$ cat config.mk
export PLATFORM = sky130hd
export DESIGN_NAME = rle_sprite_decoder_unit
export DESIGN_NICKNAME = d
export VERILOG_FILES = /design/src/rtl/rsd_pkg.sv /design/src/rtl/rsd_queue.sv /design/src/rtl/rsd_decode.sv /design/src/rtl/rle_sprite_decoder_unit.sv
export SDC_FILE = /design/constraint.sdc
export NUM_CORES = 2
export LEC_CHECK = 0
export BUFFER_PORTS_ARGS = -buffer_cell sky130_fd_sc_hd__buf_2
export CAP_MARGIN = 0
export CELL_PAD_IN_SITES_DETAIL_PLACEMENT = 0
export CELL_PAD_IN_SITES_GLOBAL_PLACEMENT = 1
export CORE_MARGIN = 4
export CORE_UTILIZATION = 44
export DETAILED_ROUTE_END_ITERATION = 10
export HOLD_SLACK_MARGIN = 0.05
export PLACE_DENSITY_LB_ADDON = 0.1
export SLEW_MARGIN = 10
export SYNTH_ARGS = -nofsm -noshare
export SYNTH_HDL_FRONTEND = slang
export SYNTH_SLANG_ARGS = --single-unit
$ cat constraint.sdc
create_clock -name clk -period 7.7 [get_ports clk]
set_input_delay 0.77 -clock clk [delete_from_list [all_inputs] [get_ports clk]]
set_output_delay 0.77 -clock clk [all_outputs]
set_load 0.01 [all_outputs]
$ cat src/rtl/rsd_pkg.sv
package rsd_pkg;

  typedef struct packed {
    logic [7:0] data_byte;
    logic       first;
  } rsd_in_t;

  typedef struct packed {
    logic               kind;
    logic [31:0]        address;
    logic [15:0]        colour;
    logic [7:0]         run_length;
    logic               shadow;
    logic [15:0]        width;
    logic [15:0]        height;
    logic signed [15:0] x_offset;
    logic signed [15:0] y_offset;
    logic               image_done;
    logic               out_of_range;
  } rsd_out_t;

  typedef enum logic [2:0] {
    PH_HEADER,
    PH_COUNT,
    PH_JUMP,
    PH_LOW,
    PH_HIGH,
    PH_IDLE
  } rsd_phase_t;

  localparam int CFG_DATA_W = 3;
  localparam int CFG_IDX_W  = 1;

  localparam logic [CFG_IDX_W-1:0] CFG_IDX_IMAGE_TYPE = 1'b0;
  localparam logic [CFG_IDX_W-1:0] CFG_IDX_OFFSET_ODD = 1'b1;

  localparam logic [2:0] TYPE_LANDSCAPE = 3'd0;
  localparam logic [2:0] TYPE_OBJECT    = 3'd1;
  localparam logic [2:0] TYPE_SHADOW    = 3'd2;
  localparam logic [2:0] TYPE_GUI       = 3'd3;

  localparam logic [3:0] HDR_LEN_LANDSCAPE = 4'd6;
  localparam logic [3:0] HDR_LEN_OBJECT    = 4'd14;
  localparam logic [3:0] HDR_LEN_GUI       = 4'd10;
  localparam logic [3:0] HDR_MAGIC_LEN     = 4'd4;

  localparam logic KIND_RUN    = 1'b0;
  localparam logic KIND_HEADER = 1'b1;

  localparam int LINE_END_BIT = 7;

endpackage

$ cat src/rtl/rsd_queue.sv
module rsd_queue #(
  parameter int DEPTH = 4
) (
  input  logic            clk,
  input  logic            rst_n,
  input  logic            in_valid,
  input  rsd_pkg::rsd_in_t in_word,
  output logic            in_ready,
  output logic            q_valid,
  output rsd_pkg::rsd_in_t q_word,
  input  logic            q_ready
);

  localparam int PW = (DEPTH > 1) ? $clog2(DEPTH) : 1;
  localparam int CW = $clog2(DEPTH + 1);

  rsd_pkg::rsd_in_t mem_r [DEPTH];
  logic [PW-1:0] wr_ptr_r, wr_ptr_nxt;
  logic [PW-1:0] rd_ptr_r, rd_ptr_nxt;
  logic [CW-1:0] count_r, count_nxt;
  logic          push, pop;

  assign in_ready = (count_r != CW'(DEPTH));
  assign q_valid  = (count_r != '0);
  assign q_word   = mem_r[rd_ptr_r];
  assign push     = in_valid && in_ready;
  assign pop      = q_valid && q_ready;

  always_comb begin
    wr_ptr_nxt = wr_ptr_r;
    rd_ptr_nxt = rd_ptr_r;
    count_nxt  = count_r;
    if (push) begin
      wr_ptr_nxt = (wr_ptr_r == PW'(DEPTH - 1)) ? '0 : PW'(wr_ptr_r + 1'b1);
    end
    if (pop) begin
      rd_ptr_nxt = (rd_ptr_r == PW'(DEPTH - 1)) ? '0 : PW'(rd_ptr_r + 1'b1);
    end
    unique case ({push, pop})
      2'b10:   count_nxt = CW'(count_r + 1'b1);
      2'b01:   count_nxt = CW'(count_r - 1'b1);
      default: count_nxt = count_r;
    endcase
  end

  always_ff @(posedge clk) begin
    if (!rst_n) begin
      wr_ptr_r <= '0;
      rd_ptr_r <= '0;
      count_r  <= '0;
    end else begin
      wr_ptr_r <= wr_ptr_nxt;
      rd_ptr_r <= rd_ptr_nxt;
      count_r  <= count_nxt;
    end
  end

  always_ff @(posedge clk) begin
    if (push) begin
      mem_r[wr_ptr_r] <= in_word;
    end
  end

endmodule

$ cat src/rtl/rsd_decode.sv
module rsd_decode (
  input  logic                               clk,
  input  logic                               rst_n,
  input  logic                               cfg_we,
  input  logic [rsd_pkg::CFG_IDX_W-1:0]      cfg_index,
  input  logic [rsd_pkg::CFG_DATA_W-1:0]     cfg_wdata,
  input  logic                               q_valid,
  input  rsd_pkg::rsd_in_t                   q_word,
  output logic                               q_ready,
  output logic                               out_valid,
  output rsd_pkg::rsd_out_t                  out_word,
  input  logic                               out_ready
);

  logic [2:0]          image_type_r;
  logic                offset_odd_r;

  rsd_pkg::rsd_phase_t phase_r, phase_nxt, phase_e;
  logic [3:0]          hidx_r, hidx_nxt, hidx_e;
  logic [15:0]         w_r, w_nxt, w_hdr;
  logic [15:0]         h_r, h_nxt, h_hdr;
  logic [15:0]         x_r, x_nxt, x_hdr;
  logic [15:0]         y_r, y_nxt, y_hdr;
  logic [15:0]         row_r, row_nxt;
  logic [15:0]         col_r, col_nxt;
  logic [31:0]         loc_r, loc_nxt;
  logic [31:0]         rbase_r, rbase_nxt;
  logic [7:0]          run_r, run_nxt;
  logic [7:0]          jump_r, jump_nxt;
  logic [7:0]          pl_r, pl_nxt;
  logic [7:0]          low_r, low_nxt;
  logic [31:0]         area_r;

  rsd_pkg::rsd_out_t   res;
  logic                emit_c;
  logic                fire;
  logic                out_space;
  logic                out_valid_r, out_valid_nxt;
  rsd_pkg::rsd_out_t   out_word_r;

  logic [7:0]          b;
  logic                type_obj, type_bad, shadow_img;
  logic [3:0]          hdr_len, hdr_base, hdr_pos;
  logic                hdr_in, hdr_more, hdr_empty;
  logic [16:0]         col_room;
  logic                run_ok;
  logic [31:0]         loc_j, line_loc, sh_diff;
  logic [15:0]         row_inc;
  logic                img_end;
  logic [7:0]          pl_dec, sh_inside;
  logic                pix_last, sh_over;

  assign b          = q_word.data_byte;
  assign phase_e    = q_word.first ? rsd_pkg::PH_HEADER : phase_r;
  assign hidx_e     = q_word.first ? 4'd0 : hidx_r;
  assign type_obj   = (image_type_r == rsd_pkg::TYPE_OBJECT) ||
                      (image_type_r == rsd_pkg::TYPE_SHADOW);
  assign type_bad   = (image_type_r > rsd_pkg::TYPE_GUI);
  assign shadow_img = (image_type_r == rsd_pkg::TYPE_SHADOW);

  always_comb begin
    if (image_type_r == rsd_pkg::TYPE_LANDSCAPE) begin
      hdr_len = rsd_pkg::HDR_LEN_LANDSCAPE;
    end else if (type_obj) begin
      hdr_len = rsd_pkg::HDR_LEN_OBJECT - {3'd0, offset_odd_r};
    end else begin
      hdr_len = rsd_pkg::HDR_LEN_GUI - {3'd0, offset_odd_r};
    end
  end

  assign hdr_base = type_obj ? rsd_pkg::HDR_MAGIC_LEN : 4'd0;
  assign hdr_pos  = hidx_e - hdr_base;
  assign hdr_in   = (hidx_e < hdr_len) && (hidx_e >= hdr_base);
  assign hdr_more = (({1'b0, hidx_e} + 5'd1) < {1'b0, hdr_len});

  assign col_room = {1'b0, w_r} - {1'b0, col_r};
  assign run_ok   = (run_r != 8'd0) &&
                    (col_room[16] || ({8'd0, run_r} <= col_room[15:0]));
  assign loc_j    = loc_r + {25'd0, b[6:0]};
  assign row_inc  = row_r + 16'd1;
  assign img_end  = (row_inc >= h_r);
  assign line_loc = rbase_r + {16'd0, w_r};
  assign pl_dec   = pl_r - 8'd1;
  assign pix_last = (pl_dec == 8'd0);
  assign sh_over  = (loc_j >= area_r);
  assign sh_diff  = area_r - loc_j;

  always_comb begin
    if (sh_over) begin
      sh_inside = 8'd0;
    end else if (sh_diff < {24'd0, run_r}) begin
      sh_inside = sh_diff[7:0];
    end else begin
      sh_inside = run_r;
    end
  end

  always_comb begin
    w_hdr = q_word.first ? 16'd0 : w_r;
    h_hdr = q_word.first ? 16'd0 : h_r;
    x_hdr = q_word.first ? 16'd0 : x_r;
    y_hdr = q_word.first ? 16'd0 : y_r;
    if (phase_e == rsd_pkg::PH_HEADER && !type_bad && hdr_in) begin
      unique case (hdr_pos)
        4'd0: w_hdr[7:0]  = b;
        4'd1: w_hdr[15:8] = b;
        4'd2: h_hdr[7:0]  = b;
        4'd3: h_hdr[15:8] = b;
        4'd4: if (image_type_r != rsd_pkg::TYPE_LANDSCAPE) x_hdr[7:0]  = b;
        4'd5: if (image_type_r != rsd_pkg::TYPE_LANDSCAPE) x_hdr[15:8] = b;
        4'd6: if (image_type_r != rsd_pkg::TYPE_LANDSCAPE) y_hdr[7:0]  = b;
        4'd7: if (image_type_r != rsd_pkg::TYPE_LANDSCAPE) y_hdr[15:8] = b;
        default: ;
      endcase
    end
  end

  assign hdr_empty = (w_hdr == 16'd0) || (h_hdr == 16'd0);

  always_comb begin
    unique case (phase_e)
      rsd_pkg::PH_HEADER: begin
        if (type_bad) begin
          phase_nxt = rsd_pkg::PH_IDLE;
        end else if (hdr_more) begin
          phase_nxt = rsd_pkg::PH_HEADER;
        end else if (hdr_empty) begin
          phase_nxt = rsd_pkg::PH_IDLE;
        end else begin
          phase_nxt = rsd_pkg::PH_COUNT;
        end
      end
      rsd_pkg::PH_COUNT: phase_nxt = rsd_pkg::PH_JUMP;
      rsd_pkg::PH_JUMP: begin
        if (run_ok && !shadow_img) begin
          phase_nxt = rsd_pkg::PH_LOW;
        end else if (b[rsd_pkg::LINE_END_BIT] && img_end) begin
          phase_nxt = rsd_pkg::PH_IDLE;
        end else begin
          phase_nxt = rsd_pkg::PH_COUNT;
        end
      end
      rsd_pkg::PH_LOW: phase_nxt = rsd_pkg::PH_HIGH;
      rsd_pkg::PH_HIGH: begin
        if (!pix_last) begin
          phase_nxt = rsd_pkg::PH_LOW;
        end else if (jump_r[rsd_pkg::LINE_END_BIT] && img_end) begin
          phase_nxt = rsd_pkg::PH_IDLE;
        end else begin
          phase_nxt = rsd_pkg::PH_COUNT;
        end
      end
      default: phase_nxt = rsd_pkg::PH_IDLE;
    endcase
  end

  always_comb begin
    hidx_nxt  = hidx_e;
    w_nxt     = w_hdr;
    h_nxt     = h_hdr;
    x_nxt     = x_hdr;
    y_nxt     = y_hdr;
    row_nxt   = row_r;
    col_nxt   = col_r;
    loc_nxt   = loc_r;
    rbase_nxt = rbase_r;
    run_nxt   = run_r;
    jump_nxt  = jump_r;
    pl_nxt    = pl_r;
    low_nxt   = low_r;
    emit_c    = 1'b0;
    res       = '0;
    res.kind  = rsd_pkg::KIND_RUN;

    unique case (phase_e)
      rsd_pkg::PH_HEADER: begin
        if (type_bad) begin
          w_nxt          = 16'd0;
          h_nxt          = 16'd0;
          x_nxt          = 16'd0;
          y_nxt          = 16'd0;
          emit_c         = 1'b1;
          res.kind       = rsd_pkg::KIND_HEADER;
          res.image_done = 1'b1;
        end else if (hdr_more) begin
          hidx_nxt = hidx_e + 4'd1;
        end else begin
          hidx_nxt       = 4'd0;
          row_nxt        = 16'd0;
          col_nxt        = 16'd0;
          loc_nxt        = 32'd0;
          rbase_nxt      = 32'd0;
          emit_c         = 1'b1;
          res.kind       = rsd_pkg::KIND_HEADER;
          res.image_done = hdr_empty;
        end
      end
      rsd_pkg::PH_COUNT: run_nxt = b;
      rsd_pkg::PH_JUMP: begin
        jump_nxt = b;
        loc_nxt  = loc_j;
        if (run_ok && shadow_img) begin
          loc_nxt          = loc_j + {24'd0, run_r};
          col_nxt          = col_r + {8'd0, run_r};
          emit_c           = 1'b1;
          res.address      = loc_j;
          res.run_length   = sh_inside;
          res.shadow       = 1'b1;
          res.image_done   = b[rsd_pkg::LINE_END_BIT] && img_end;
          res.out_of_range = (sh_inside < run_r);
        end else if (run_ok) begin
          pl_nxt = run_r;
        end else if (b[rsd_pkg::LINE_END_BIT] && img_end) begin
          emit_c         = 1'b1;
          res.address    = line_loc;
          res.image_done = 1'b1;
        end
        if ((!run_ok || shadow_img) && b[rsd_pkg::LINE_END_BIT]) begin
          row_nxt   = row_inc;
          loc_nxt   = line_loc;
          rbase_nxt = line_loc;
          col_nxt   = 16'd0;
        end
      end
      rsd_pkg::PH_LOW: low_nxt = b;
      rsd_pkg::PH_HIGH: begin
        loc_nxt          = loc_r + 32'd1;
        col_nxt          = col_r + 16'd1;
        pl_nxt           = pl_dec;
        emit_c           = 1'b1;
        res.address      = loc_r;
        res.colour       = {b, low_r};
        res.run_length   = 8'd1;
        res.out_of_range = (loc_r >= area_r);
        if (pix_last && jump_r[rsd_pkg::LINE_END_BIT]) begin
          row_nxt        = row_inc;
          loc_nxt        = line_loc;
          rbase_nxt      = line_loc;
          col_nxt        = 16'd0;
          res.image_done = img_end;
        end
      end
      default: ;
    endcase

    res.width    = w_nxt;
    res.height   = h_nxt;
    res.x_offset = x_nxt;
    res.y_offset = y_nxt;
  end

  assign out_space = !out_valid_r || out_ready;
  assign q_ready   = out_space || !emit_c;
  assign fire      = q_valid && q_ready;

  always_comb begin
    out_valid_nxt = out_valid_r;
    if (out_ready) begin
      out_valid_nxt = 1'b0;
    end
    if (fire && emit_c) begin
      out_valid_nxt = 1'b1;
    end
  end

  assign out_valid = out_valid_r;
  assign out_word  = out_word_r;

  always_ff @(posedge clk) begin
    if (!rst_n) begin
      image_type_r <= rsd_pkg::TYPE_LANDSCAPE;
      offset_odd_r <= 1'b0;
    end else if (cfg_we) begin
      unique case (cfg_index)
        rsd_pkg::CFG_IDX_IMAGE_TYPE: image_type_r <= cfg_wdata;
        rsd_pkg::CFG_IDX_OFFSET_ODD: offset_odd_r <= cfg_wdata[0];
        default: ;
      endcase
    end
  end

  always_ff @(posedge clk) begin
    if (!rst_n) begin
      phase_r     <= rsd_pkg::PH_HEADER;
      hidx_r      <= '0;
      w_r         <= '0;
      h_r         <= '0;
      x_r         <= '0;
      y_r         <= '0;
      row_r       <= '0;
      col_r       <= '0;
      loc_r       <= '0;
      rbase_r     <= '0;
      run_r       <= '0;
      jump_r      <= '0;
      pl_r        <= '0;
      low_r       <= '0;
      out_valid_r <= 1'b0;
    end else begin
      out_valid_r <= out_valid_nxt;
      if (fire) begin
        phase_r <= phase_nxt;
        hidx_r  <= hidx_nxt;
        w_r     <= w_nxt;
        h_r     <= h_nxt;
        x_r     <= x_nxt;
        y_r     <= y_nxt;
        row_r   <= row_nxt;
        col_r   <= col_nxt;
        loc_r   <= loc_nxt;
        rbase_r <= rbase_nxt;
        run_r   <= run_nxt;
        jump_r  <= jump_nxt;
        pl_r    <= pl_nxt;
        low_r   <= low_nxt;
      end
    end
  end

  // The area is registered from the dimensions; runs never come before it catches up.
  always_ff @(posedge clk) begin
    area_r <= {16'd0, w_r} * {16'd0, h_r};
    if (fire && emit_c) begin
      out_word_r <= res;
    end
  end

endmodule

$ cat src/rtl/rle_sprite_decoder_unit.sv
// Channel   Ports                          Word
// input     in_valid / in_ready            rsd_in_t: data_byte, first
// result    out_valid / out_ready          rsd_out_t: kind .. out_of_range
// config    cfg_we, cfg_index, cfg_wdata   image_type, offset_odd
//
// One record byte is taken per cycle; the decoder handles one queued byte per cycle.
// A result leaves the output register in the cycle after the decoder takes its byte.
// A stalled result holds the decoder only for bytes that make a result; the byte
// queue keeps accepting until it is full. Reset is synchronous and needs no
// clearing pass.
module rle_sprite_decoder_unit #(
  parameter int QUEUE_DEPTH = 4
) (
  input  logic                           clk,
  input  logic                           rst_n,
  input  logic                           in_valid,
  output logic                           in_ready,
  input  rsd_pkg::rsd_in_t               in_word,
  output logic                           out_valid,
  input  logic                           out_ready,
  output rsd_pkg::rsd_out_t              out_word,
  input  logic                           cfg_we,
  input  logic [rsd_pkg::CFG_IDX_W-1:0]  cfg_index,
  input  logic [rsd_pkg::CFG_DATA_W-1:0] cfg_wdata
);

  logic             q_valid;
  logic             q_ready;
  rsd_pkg::rsd_in_t q_word;

  rsd_queue #(
    .DEPTH(QUEUE_DEPTH)
  ) u_queue (
    .clk      (clk),
    .rst_n    (rst_n),
    .in_valid (in_valid),
    .in_word  (in_word),
    .in_ready (in_ready),
    .q_valid  (q_valid),
    .q_word   (q_word),
    .q_ready  (q_ready)
  );

  rsd_decode u_decode (
    .clk       (clk),
    .rst_n     (rst_n),
    .cfg_we    (cfg_we),
    .cfg_index (cfg_index),
    .cfg_wdata (cfg_wdata),
    .q_valid   (q_valid),
    .q_word    (q_word),
    .q_ready   (q_ready),
    .out_valid (out_valid),
    .out_word  (out_word),
    .out_ready (out_ready)
  );

`ifndef SYNTHESIS
  a_result_from_byte: assert property (@(posedge clk) disable iff (!rst_n)
    $rose(out_valid) |-> $past(q_valid && q_ready))
    else $error("result appeared without a decoded byte");

  a_full_queue_has_byte: assert property (@(posedge clk) disable iff (!rst_n)
    !in_ready |-> q_valid)
    else $error("input held off while the byte queue is empty");
`endif

endmodule
==> flow_summary.toml <==
[grt]
use_met1_pct = 40.0
grt_use_met3_pct = 3.96
grt-ovfl-total = 0
top_usage_layer = "met2"
use_met2_pct = 47.1
grt_usage_pct = 29.1
grt_max_degree = 87
antenna_found_initial = 5
grt_pass1_vias = 29500
grt_pass1_wl_um = 184000

[power_and_ir_drop]
power_per_cell_area_nw_per_um2 = 273
pwr-share-seq_pct = 27.6
power.total_mw = 10.4
power_leakage_nw = 16.3
ir_worst_vdd_mv = 0.231
p_switching_mw = 4.79
p_int_mw = 5.65
pwr-share-comb_pct = 51.4
sw_frac_of_total_pct = 45.9
power.share.clock_pct = 21.0

[cells_and_area]
drive_above_1_share_pct = 11.6
nNetsFinal = 4637
multiInputGateArea_um2 = 22500
fin_area_um2 = 38300
fillers = 7546
area_growth_pct = 12.2
diodes = 0
fin_util_pct = 50.1
layoutNonFillerInstCount = 5208
seq_area_um2 = 9570

[detailed_routing]
vias = 30400
drcViolationCount = 0
firstDrtPassIters = 6
via_per_inst = 5.83
first_iter_violations = 2358
detail_route.wl_per_cell_um = 23.4
ant_nets = 0
routed_wl_um = 122000

[logic_synthesis]
ys_types = 101
syn_area_um2 = 34100
async_reset_ff_share_pct = 0
synth_nets = 4522
synthCells = 4025
synth_warnings = 0
synth-seq-cells = 398
synth-edff-count = 160
synth-main-ff-cell = "dfxtp_1"
seq_area_frac_synth_pct = 28.1
avgSynthCellArea_um2 = 8.47

[clock_network]
cts_buffers = 46
clk_pin_slew_worst_paths_ps = 60
cts_buffer_depth = 3
cts_tree = "done"
postCtsHoldBufs = 0
clk-insertion-delay-late_ps = 620
htreeDepth = 2
cts.sinks = 398
cts_root_buf = "clkbuf_16"

[place]
dp.cells = 5114
placed_area_um2 = 36500
portBuffers = 143
dp_worst_setup_slack_ps = -86.4
hpwl_um = 91700
gp_congestion = 0.949

[timing]
setup_viol = 0
relSlewSlack_pct = 28.9
final_max_slew_viol_count = 0
layout_setup_ws_ps = 322
fmax_ghz = 0.136
fin_crit_ps = 7380
hold_viol = 0
clock_skew_ps = 59.3
timing.hold.ws_ps = 405
finalCritPeriodShare_pct = 95.8
setup_tns_ps = 0
tightest_slew_ps = 1060

[die]
fp.dieW_um = 286
num_rows = 101
pin_count = 144
start_util_pct = 44.7
coreArea_um2 = 76300
fp.dieH_um = 286
die_area_um2 = 82000

[critical_path]
slowest_stage = "mux4_2"
crit_type = "flip-flop to flip-flop"
cp_common_cell = "buf_4"
end_kind = "flip-flop"
cp-start-kind = "flip-flop"
slowest_delay_ps = 580
critPathMaxFanout = 7
crit_arrival_ps = 7710
critical_path_required_ps = 8040

[flow_run]
maxCapViolCount = 0

[hold_path]
hold_class = "primary input to flip-flop"

[status]
status = "finished, final reports clean"
-- cell usage after synthesis (11+ instances only) --
library cell,number,area [µm²]
nand2b_1,22,138
a221oi_1,11,96.3
o21a_1,24,180
and2_1,121,757
o21ai_0,201,1010
mux2i_1,21,210
dfxtp_1,238,4760
nor2_1,184,691
edfxtp_1,160,4800
nand4b_1,13,114
nor4_1,19,119
nor3_1,63,315
a211oi_1,23,173
o211ai_1,40,300
a31oi_1,20,125
nand3_1,177,886
nand4_1,36,225
or3_1,22,138
clkbuf_1,200,751
ha_1,278,3480
fa_1,201,4020
nand2_1,568,2130
and3_1,48,300
buf_1,17,63.8
buf_2,29,145
o21bai_1,16,120
o31ai_1,24,180
a21oi_1,357,1790
a22oi_1,21,158
o22ai_1,15,93.8
xnor2_1,114,998
a221o_1,13,130
a21o_1,65,488
nor2b_1,22,138
xor2_1,70,613
inv_1,364,1370
-- power groups by stage --
stage	Sequential, mW	Combinational, mW	Clock, mW
2_1_floorplan	2.87	3.20	0
3_3_place_gp	2.91	5.19	0
3_5_place_dp	2.91	5.17	0
4_1_cts	2.87	5.20	2.24
5_1_grt	2.90	5.81	2.32
6_report	2.88	5.37	2.20
-- path summary, 6_finish.rpt --
| check | start | slack [ps] | end | depth (start not counted) |
|---|---|---|---|---|
| worst min register to register | u_decode.x_r[7] | 460 | u_decode.x_r[7] | 2 |
| worst min-delay path | cfg_wdata[2] | 410 | u_decode.image_type_r[2] | 3 |
| worst max register to register | flip-flop | 320 | u_decode.out_word[0] | 28 |
| worst max-delay path | flip-flop | 320 | u_decode.out_word[0] | 28 |
-- routing by layer --
layer  wire length [µm]  part of all wire [%]
met1              53200                    44
met2              55600                    46
met3               7550                   6.2
met4               5300                   4.4
met5                  0                     0
-- final cells by class --
cell class	count	area share (%)
Sequential cell	398	25.0
Inverter	366	3.60
Timing Repair Buffer	314	5.39
Clock inverter	32	0.798
Multi-Input combinational cell	3014	58.7
Tap cell	1030	3.37
Clock buffer	54	3.09
-- kinds of logic (layout without fill, tap and decap cells) --
family,Yosys count,in the layout,share of synthesized area [%]
mux,36,36,1.38
compound gates,956,956,17.7
simple gates,1354,1354,18.9
xor+xnor,189,189,5.07
flops,398,398,28.1
fa+ha+maj,479,479,22.0
buf+inv,613,766,6.88
-- cell usage in the layout, fill, tap and decap left out, types with 13 or more instances in the layout --
cell	count
or3_1	22
a21oi_1	352
a211oi_1	23
buf_2	143
a21o_1	65
fa_1	201
a31oi_1	20
dfxtp_1	236
clkbuf_16	46
buf_4	166
o211ai_1	40
edfxtp_1	160
nor2b_1	21
nor2_1	180
nand2b_1	21
nand4b_1	13
nand4_1	36
o22ai_1	14
ha_1	271
nand2_1	567
xnor2_1	112
a221o_1	13
o21a_1	24
and3_1	48
nor4_1	18
inv_1	363
o21ai_0	195
and2_1	119
mux2i_1	21
o31ai_1	23
o21bai_1	16
xor2_1	69
nand3_1	173
nor3_1	61
a22oi_1	21
-- state kept, by name, indices dropped and copies added (netlist names), named ones only --
name / count
u_decode.hidx_r: 4
u_decode.image_type_r: 3
u_decode.loc_r: 32
u_queue.count_r: 3
u_decode.pl_r: 8
u_decode.h_r: 16
u_decode.out_valid: 1
u_decode.col_r: 16
u_decode.out_word: 124
u_decode.area_r: 32
u_decode.jump_r: 1
u_decode.offset_odd_r: 1
u_decode.phase_r: 3
u_decode.w_r: 16
u_decode.x_r: 16
u_queue.wr_ptr_r: 2
u_queue.mem_r: 36
u_queue.rd_ptr_r: 2
u_decode.rbase_r: 32
u_decode.low_r: 8
u_decode.y_r: 16
u_decode.row_r: 16
u_decode.run_r: 8
-- critical path, delay by kind of cell, from the launching register on --
kind	cells	cell delay, ps
XOR/XNOR	1	240
flip-flops	1	380
multiplexers	1	580
AO/OA/AOI/OAI	12	2520
adder cells (fa/ha/maj)	3	1050
buffers and inverters	3	430
AND/OR/NAND/NOR	8	1890
-- what timing repair did --
item,4_1_cts,5_1_grt
setup buffers,1,7
pin swaps,1,16
endpoints found under the setup margin,1,1
resized for setup,8,38
No activity file was read; power rests on OpenSTA's default activity.
